===== src/design/cptp_pkg.sv =====
// Package: shared types and constants of the control packet TLV parser.
`default_nettype none

package cptp_pkg;

  typedef enum logic [1:0] {
    PH_CONTROL = 2'd0,
    PH_TYPE    = 2'd1,
    PH_LENGTH  = 2'd2,
    PH_VALUE   = 2'd3
  } phase_t;

  typedef enum logic [1:0] {
    KIND_SIZE  = 2'd0,
    KIND_NAME  = 2'd1,
    KIND_OTHER = 2'd2
  } kind_t;

  typedef enum logic [1:0] {
    ST_OK     = 2'd0,
    ST_TRUNC  = 2'd1,
    ST_BADLEN = 2'd2,
    ST_NOSIZE = 2'd3
  } status_t;

  localparam logic [7:0] TYPE_SIZE      = 8'h00;
  localparam logic [7:0] TYPE_NAME      = 8'h01;
  localparam logic [7:0] SIZE_MAX_BYTES = 8'd8;
  localparam logic [7:0] NAME_LIMIT_RST = 8'hFF;

endpackage

`default_nettype wire


===== src/design/cptp_in_if.sv =====
// Interface: input byte channel of the control packet TLV parser.
`default_nettype none

interface cptp_in_if;
  logic       valid;
  logic       ready;
  logic [7:0] packet_byte;
  logic       is_last;

  modport source (output valid, output packet_byte, output is_last, input ready);
  modport sink   (input valid, input packet_byte, input is_last, output ready);
endinterface

`default_nettype wire


===== src/design/cptp_out_if.sv =====
// Interface: result channel of the control packet TLV parser.
`default_nettype none

interface cptp_out_if;
  logic        valid;
  logic        ready;
  logic        name_valid;
  logic [7:0]  name_index;
  logic [7:0]  name_char;
  logic        packet_done;
  logic [63:0] file_size;
  logic [7:0]  name_length;
  logic [1:0]  parse_status;

  modport source (
    output valid, output name_valid, output name_index, output name_char,
    output packet_done, output file_size, output name_length, output parse_status,
    input ready
  );
  modport sink (
    input valid, input name_valid, input name_index, input name_char,
    input packet_done, input file_size, input name_length, input parse_status,
    output ready
  );
endinterface

`default_nettype wire


===== src/design/control_packet_tlv_parser_unit.sv =====
// Top level: control packet TLV parser, one byte per transaction.
//
//   channel  direction  payload                                   handshake
//   in_ch    sink       packet_byte[8], is_last                   valid/ready
//   out_ch   source     name_valid, name_index, name_char,        valid/ready
//                       packet_done, file_size[64], name_length,
//                       parse_status[2]
//   cfg      write      cfg_wdata[8] = name_limit                 cfg_we
//
// One byte per cycle while out_ch does not stall: each accepted byte updates
// the parser state and loads the result register in the same cycle.
// The result register is the only buffer; in_ch.ready is high while it is
// empty or being drained, so a stalled out_ch stalls the input.
// Synchronous active-low reset clears the parser state and sets
// name_limit to 255.
`default_nettype none

module control_packet_tlv_parser_unit
  import cptp_pkg::*;
(
  input  wire logic       clk,
  input  wire logic       rst_n,
  cptp_in_if.sink         in_ch,
  cptp_out_if.source      out_ch,
  input  wire logic       cfg_we,
  input  wire logic [7:0] cfg_wdata
);

  logic [7:0]  name_limit_r;

  phase_t      phase_r, phase_nxt, phase_upd;
  kind_t       kind_r, kind_nxt, kind_upd;
  logic [7:0]  left_r, left_nxt, left_upd;
  logic [63:0] accum_r, accum_nxt, accum_upd;
  logic        seen_r, seen_nxt, seen_upd;
  logic [7:0]  count_r, count_nxt, count_upd;
  logic [7:0]  keep_r, keep_nxt, keep_upd;
  status_t     err_r, err_nxt, err_upd;

  logic        accept;
  logic        nv;
  status_t     st;
  logic [63:0] fs;
  logic [7:0]  nl;

  logic        out_valid_r;
  logic        name_valid_r;
  logic [7:0]  name_index_r;
  logic [7:0]  name_char_r;
  logic        packet_done_r;
  logic [63:0] file_size_r;
  logic [7:0]  name_length_r;
  status_t     parse_status_r;

  assign in_ch.ready = !out_valid_r || out_ch.ready;
  assign accept      = in_ch.valid && in_ch.ready;

  always_ff @(posedge clk) begin
    if (!rst_n) begin
      name_limit_r <= NAME_LIMIT_RST;
    end else if (cfg_we) begin
      name_limit_r <= cfg_wdata;
    end
  end

  // next state
  always_comb begin
    phase_upd = phase_r;
    kind_upd  = kind_r;
    left_upd  = left_r;
    accum_upd = accum_r;
    seen_upd  = seen_r;
    count_upd = count_r;
    keep_upd  = keep_r;
    err_upd   = err_r;
    if (err_r == ST_OK) begin
      case (phase_r)
        PH_CONTROL: begin
          phase_upd = PH_TYPE;
        end
        PH_TYPE: begin
          if (in_ch.packet_byte == TYPE_SIZE) begin
            kind_upd = KIND_SIZE;
          end else if (in_ch.packet_byte == TYPE_NAME) begin
            kind_upd = KIND_NAME;
          end else begin
            kind_upd = KIND_OTHER;
          end
          phase_upd = PH_LENGTH;
        end
        PH_LENGTH: begin
          if (kind_r == KIND_SIZE &&
              (in_ch.packet_byte == 8'd0 || in_ch.packet_byte > SIZE_MAX_BYTES)) begin
            err_upd = ST_BADLEN;
          end else begin
            if (kind_r == KIND_SIZE) begin
              accum_upd = '0;
            end else if (kind_r == KIND_NAME) begin
              if (in_ch.packet_byte == 8'd0) begin
                count_upd = '0;
                keep_upd  = '0;
              end else if (name_limit_r != 8'd0) begin
                count_upd = '0;
                keep_upd  = (in_ch.packet_byte < name_limit_r) ? in_ch.packet_byte
                                                                : name_limit_r;
              end else begin
                keep_upd = '0;
              end
            end
            left_upd  = in_ch.packet_byte;
            phase_upd = (in_ch.packet_byte == 8'd0) ? PH_TYPE : PH_VALUE;
          end
        end
        PH_VALUE: begin
          if (kind_r == KIND_SIZE) begin
            accum_upd = {accum_r[55:0], in_ch.packet_byte};
          end else if (kind_r == KIND_NAME && keep_r != 8'd0) begin
            count_upd = count_r + 8'd1;
            keep_upd  = keep_r - 8'd1;
          end
          left_upd = left_r - 8'd1;
          if (left_r == 8'd1) begin
            if (kind_r == KIND_SIZE) begin
              seen_upd = 1'b1;
            end
            phase_upd = PH_TYPE;
          end
        end
        default: begin
          phase_upd = phase_r;
        end
      endcase
    end

    if (in_ch.is_last) begin
      phase_nxt = PH_CONTROL;
      kind_nxt  = KIND_SIZE;
      left_nxt  = '0;
      accum_nxt = '0;
      seen_nxt  = 1'b0;
      count_nxt = '0;
      keep_nxt  = '0;
      err_nxt   = ST_OK;
    end else begin
      phase_nxt = phase_upd;
      kind_nxt  = kind_upd;
      left_nxt  = left_upd;
      accum_nxt = accum_upd;
      seen_nxt  = seen_upd;
      count_nxt = count_upd;
      keep_nxt  = keep_upd;
      err_nxt   = err_upd;
    end
  end

  // result
  always_comb begin
    nv = (err_r == ST_OK) && (phase_r == PH_VALUE) && (kind_r == KIND_NAME) &&
         (keep_r != 8'd0);
    st = ST_OK;
    fs = '0;
    nl = '0;
    if (in_ch.is_last) begin
      if (err_upd != ST_OK) begin
        st = err_upd;
      end else if (phase_upd == PH_VALUE) begin
        st = ST_TRUNC;
      end else if (!seen_upd) begin
        st = ST_NOSIZE;
      end else begin
        st = ST_OK;
      end
      fs = (st == ST_OK) ? accum_upd : '0;
      nl = count_upd;
    end
  end

  always_ff @(posedge clk) begin
    if (!rst_n) begin
      phase_r <= PH_CONTROL;
      kind_r  <= KIND_SIZE;
      left_r  <= '0;
      accum_r <= '0;
      seen_r  <= 1'b0;
      count_r <= '0;
      keep_r  <= '0;
      err_r   <= ST_OK;
    end else if (accept) begin
      phase_r <= phase_nxt;
      kind_r  <= kind_nxt;
      left_r  <= left_nxt;
      accum_r <= accum_nxt;
      seen_r  <= seen_nxt;
      count_r <= count_nxt;
      keep_r  <= keep_nxt;
      err_r   <= err_nxt;
    end
  end

  always_ff @(posedge clk) begin
    if (!rst_n) begin
      out_valid_r <= 1'b0;
    end else if (accept) begin
      out_valid_r <= 1'b1;
    end else if (out_ch.ready) begin
      out_valid_r <= 1'b0;
    end
  end

  always_ff @(posedge clk) begin
    if (accept) begin
      name_valid_r   <= nv;
      name_index_r   <= nv ? count_r : 8'd0;
      name_char_r    <= nv ? in_ch.packet_byte : 8'd0;
      packet_done_r  <= in_ch.is_last;
      file_size_r    <= fs;
      name_length_r  <= nl;
      parse_status_r <= st;
    end
  end

  assign out_ch.valid        = out_valid_r;
  assign out_ch.name_valid   = name_valid_r;
  assign out_ch.name_index   = name_index_r;
  assign out_ch.name_char    = name_char_r;
  assign out_ch.packet_done  = packet_done_r;
  assign out_ch.file_size    = file_size_r;
  assign out_ch.name_length  = name_length_r;
  assign out_ch.parse_status = parse_status_r;

  // last byte rearms the parser
  a_rearm: assert property (@(posedge clk) disable iff (!rst_n)
    accept && in_ch.is_last |=> phase_r == PH_CONTROL && err_r == ST_OK && !seen_r)
    else $error("parser not rearmed after last byte");

  // an error holds until the packet ends
  a_err_sticky: assert property (@(posedge clk) disable iff (!rst_n)
    accept && !in_ch.is_last && err_r != ST_OK |=> err_r == $past(err_r))
    else $error("error code changed inside packet");

  // no name output once an error is set
  a_err_quiet: assert property (@(posedge clk) disable iff (!rst_n)
    accept && err_r != ST_OK |=> !name_valid_r)
    else $error("name byte emitted after error");

  // mid-packet results carry no summary
  a_mid_clean: assert property (@(posedge clk) disable iff (!rst_n)
    out_valid_r && !packet_done_r |->
      parse_status_r == ST_OK && file_size_r == 64'd0 && name_length_r == 8'd0)
    else $error("summary fields set on mid-packet result");

  // size only reported with ok status
  a_size_ok: assert property (@(posedge clk) disable iff (!rst_n)
    out_valid_r && parse_status_r != ST_OK |-> file_size_r == 64'd0)
    else $error("file size reported with error status");

endmodule

`default_nettype wire

===== src/flat_wrapper.sv =====
// flat-port wrapper written by rule: the top's interface ports become plain ports
module control_packet_tlv_parser_unit_flat import cptp_pkg::*;
  (clk, rst_n, cfg_we, cfg_wdata, in_ch_valid, in_ch_packet_byte, in_ch_is_last, in_ch_ready, out_ch_valid, out_ch_name_valid, out_ch_name_index, out_ch_name_char, out_ch_packet_done, out_ch_file_size, out_ch_name_length, out_ch_parse_status, out_ch_ready);
  cptp_in_if in_ch_i ();
  cptp_out_if out_ch_i ();
  input  wire logic clk;
  input  wire logic rst_n;
  input  wire logic cfg_we;
  input  wire logic [7:0] cfg_wdata;
  input wire logic [$bits(in_ch_i.valid)-1:0] in_ch_valid;
  input wire logic [$bits(in_ch_i.packet_byte)-1:0] in_ch_packet_byte;
  input wire logic [$bits(in_ch_i.is_last)-1:0] in_ch_is_last;
  output wire logic [$bits(in_ch_i.ready)-1:0] in_ch_ready;
  output wire logic [$bits(out_ch_i.valid)-1:0] out_ch_valid;
  output wire logic [$bits(out_ch_i.name_valid)-1:0] out_ch_name_valid;
  output wire logic [$bits(out_ch_i.name_index)-1:0] out_ch_name_index;
  output wire logic [$bits(out_ch_i.name_char)-1:0] out_ch_name_char;
  output wire logic [$bits(out_ch_i.packet_done)-1:0] out_ch_packet_done;
  output wire logic [$bits(out_ch_i.file_size)-1:0] out_ch_file_size;
  output wire logic [$bits(out_ch_i.name_length)-1:0] out_ch_name_length;
  output wire logic [$bits(out_ch_i.parse_status)-1:0] out_ch_parse_status;
  input wire logic [$bits(out_ch_i.ready)-1:0] out_ch_ready;
  assign in_ch_i.valid = in_ch_valid;
  assign in_ch_i.packet_byte = in_ch_packet_byte;
  assign in_ch_i.is_last = in_ch_is_last;
  assign in_ch_ready = in_ch_i.ready;
  assign out_ch_valid = out_ch_i.valid;
  assign out_ch_name_valid = out_ch_i.name_valid;
  assign out_ch_name_index = out_ch_i.name_index;
  assign out_ch_name_char = out_ch_i.name_char;
  assign out_ch_packet_done = out_ch_i.packet_done;
  assign out_ch_file_size = out_ch_i.file_size;
  assign out_ch_name_length = out_ch_i.name_length;
  assign out_ch_parse_status = out_ch_i.parse_status;
  assign out_ch_i.ready = out_ch_ready;
  control_packet_tlv_parser_unit u_core (.clk(clk), .rst_n(rst_n), .in_ch(in_ch_i), .out_ch(out_ch_i), .cfg_we(cfg_we), .cfg_wdata(cfg_wdata));
endmodule

===== config.mk =====
export PLATFORM = sky130hd
export DESIGN_NAME = control_packet_tlv_parser_unit_flat
export DESIGN_NICKNAME = d
export VERILOG_FILES = /design/src/design/cptp_pkg.sv /design/src/design/cptp_in_if.sv /design/src/design/cptp_out_if.sv /design/src/design/control_packet_tlv_parser_unit.sv /design/src/flat_wrapper.sv
export SDC_FILE = /design/constraint.sdc
export NUM_CORES = 1
export LEC_CHECK = 0
export ABC_AREA = 1
export BUFFER_PORTS_ARGS = -buffer_cell sky130_fd_sc_hd__buf_2
export CAP_MARGIN = 30
export CORE_UTILIZATION = 45
export DETAILED_ROUTE_END_ITERATION = 10
export PLACE_DENSITY = 0.63
export SYNTH_ARGS = -nofsm -noshare
export SYNTH_HDL_FRONTEND = slang
export SYNTH_SLANG_ARGS = --single-unit
export TNS_END_PERCENT = 50

===== constraint.sdc =====
create_clock -name clk -period 10.2 [get_ports clk]
set_clock_uncertainty 0.15 [all_clocks]
set_input_delay 2.04 -clock clk [delete_from_list [all_inputs] [get_ports clk]]
set_output_delay 2.04 -clock clk [all_outputs]
set_load 0.05 [all_outputs]

==> flow_summary.ini <==
[placed_design]
place_inst = 1541
pre_cts_slack_ns = 5.49
io_buffers = 115
dp_hpwl_um = 14700
gp_congestion = 0.872

[setup_path]
worstSetupPathType = primary input to output port
crit_top_cell = buf_2
cp-end-kind = output port
start_kind = primary input
cp_cell_sequence = buf_2 > inv_1 > nand2_1 > buf_2
cp.arrival_ns = 2.52
path_max_fanout = 3
slowest_delay_ns = 0.28
cp.required_ns = 8.01
critPathSlowestCell = buf_2

[timing]
slew_headroom = 0.421
final.min_clock_period_ns = 4.71
final.setup.worst_slack_ns = 5.49
hold_violations = 0
final-max-slew-violation-count = 0
worstMarginPinSlew_ns = 0.869
rsz0062_at_grt = false
fmax_mhz = 212
setup_tns_ns = 0
period_share = 0.462
finalSetupViolCount = 0

[status]
outcome = finished clean

[route]
dr.pass1.iters = 5
routedWlPerCell_um = 14.5
ant_nets = 0
drt_wl_total_um = 22800
viasPerCell = 5.09
dr.first_iter.drc_count = 599
vias = 8006
drc = 0

[power_and_ir_drop]
ir_drop_uv = 128
powerDensity_nw_per_um2 = 157
power.total_mw = 1.70
power.leakage_nw = 4.22

[logic_synthesis]
synthSimpleGateAreaFrac = 0.286
synthAdderAreaFrac = 0.0158
synth-xor-area-share = 0.00277
ys_types = 43
postSynthCellCount = 1207
synth-edff-count = 92
synth_ff_type = dfxtp_1
synth_area_sq_um = 9480
syn-num-nets = 1241
synth_compound_area_frac = 0.0978
syn_avg_cell_area_sq_um = 7.85
synth_seq_cells = 196
async_reset_ff_frac = 0
yosysWarnings = 0
synthMuxAreaShare = 0.00739
ys_seq_area_frac = 0.511
synth_top_family_by_area = simple AND/OR/NAND/NOR gates

[clock_network]
cts_tree = built
cts_num_sinks = 196
h-tree-depth = 4
cts_buffer_depth = 2
clk_pin_slew_ns = 0.07
cts_hold_buf = 0
cts_setup_buffers = 0
cts-root-buf = clkbuf_16
cts_buffers = 17
cts_resized = 0
clock_latency_ns = 0.44

[finish]
regArea_sq_um = 4840
multiInputGateArea_sq_um = 3900
drive_gt1_frac = 0.177
fillers = 2005
final_common_cell = nand2_1
antenna_cells = 0
fin_cells = 1573
nNetsFinal = 1324
fin_util = 0.528
layout_common_cells = 371 x nand2_1, 121 x a21oi_1, 115 x buf_2
synthToLayoutAreaGrowth_pct = 13.9

[die]
floorplan.initialDensity = 0.464
dieHeight_um = 147
ioPinCount = 116
fp.dieArea_sq_um = 21600
rows = 52
die_w_um = 147
fp.coreArea_sq_um = 20400

[global_route]
grt_max_degree = 78
overflow = 0
grtUsageTotal = 0.213
antenna_found_initial = 0
grt_pass1_wl_um = 36900
grt_pass1_vias = 7425

[hold_path]
hp-class = flip-flop to flip-flop

[run]
cap_violations = 0
==> through the flow <==
step | hold slack, ns | instance area [sq um]
after floorplan | 0.294 | 9480
after global placement | 0.302 | 10200
after detailed placement | 0.306 | 10200
after CTS | 0.316 | 10800
after global routing | 0.339 | 10800
final | 0.317 | 10800
==> logic make-up (layout without fill, tap and decap cells) <==
logic type,after synthesis,in the layout
and+or+nand+nor,629,629
DFF,196,196
buffers and inverters,182,278
AOI/OAI and AO/OA,178,178
adders and majority gates,12,12
muxes,7,7
xor gates and xnor gates,3,3
==> critical path: cells and delay by family <==
family | cells | cell delay (ns)
buffers and inverters | 3 | 0.38
AND/OR/NAND/NOR | 1 | 0.10
==> where the power goes <==
| group | leakage [nW] | internal (mW) | switching, mW |
|---|---|---|---|
| Combinational | 2.17 | 0.0392 | 0.145 |
| Sequential | 1.78 | 0.846 | 0.0106 |
| Clock | 0.271 | 0.356 | 0.304 |
| Total | 4.22 | 1.24 | 0.459 |
==> Yosys cell counts, types with 6 or more instances <==
library cell	count	area, sq um
a21oi_1	121	606
buf_1	7	26.3
buf_2	13	65.1
buf_6	6	67.6
clkbuf_1	34	128
dfxtp_1	104	2080
edfxtp_1	92	2760
ha_1	12	150
inv_1	117	439
mux2i_1	7	70.1
nand2_1	372	1400
nand3_1	88	440
nor2_1	87	327
nor2_2	56	350
nor3_1	7	35.0
o21ai_0	39	195
o21ai_1	6	30.0
==> final cells by class <==
cell class	count	share of cell area
Multi-Input combinational cell	829	0.361
Clock inverter	11	0.0109
Sequential cell	196	0.449
Timing Repair Buffer	124	0.0626
Inverter	122	0.0428
Tap cell	270	0.0313
Clock buffer	21	0.0427
==> worst paths after layout <==
kind         slack (ns)  cells after the start          startpoint                           to
max                5.49                      4        out_ch_ready                  in_ch_ready
min                0.32                      2  u_core.accum_r[17]           u_core.accum_r[17]
max reg2reg        6.84                     10   u_core.phase_r[0]  u_core.out_ch.file_size[15]
min reg2reg        0.32                      2  u_core.accum_r[17]           u_core.accum_r[17]
==> metal layers <==
metal  routed length [um]  track usage
met1                10800        0.284
met2                10700        0.349
met3                  901       0.0332
met4                  357       0.0814
met5                    0            0
==> registers in the layout (all words and copies together), names as in the netlist <==
signal	count
u_core.out_ch.parse_status	2
u_core.out_ch.file_size	64
u_core.out_ch.packet_done	1
u_core.err_r	2
u_core.out_ch.name_char	8
u_core.out_ch.name_valid	1
u_core.keep_r	8
u_core.out_ch.name_index	8
u_core.phase_r	2
u_core.kind_r	2
u_core.out_ch.name_length	8
u_core.seen_r	1
u_core.left_r	8
u_core.count_r	8
u_core.name_limit_r	8
u_core.out_ch.valid	1
u_core.accum_r	64
No activity file was read; power rests on OpenSTA's default activity.
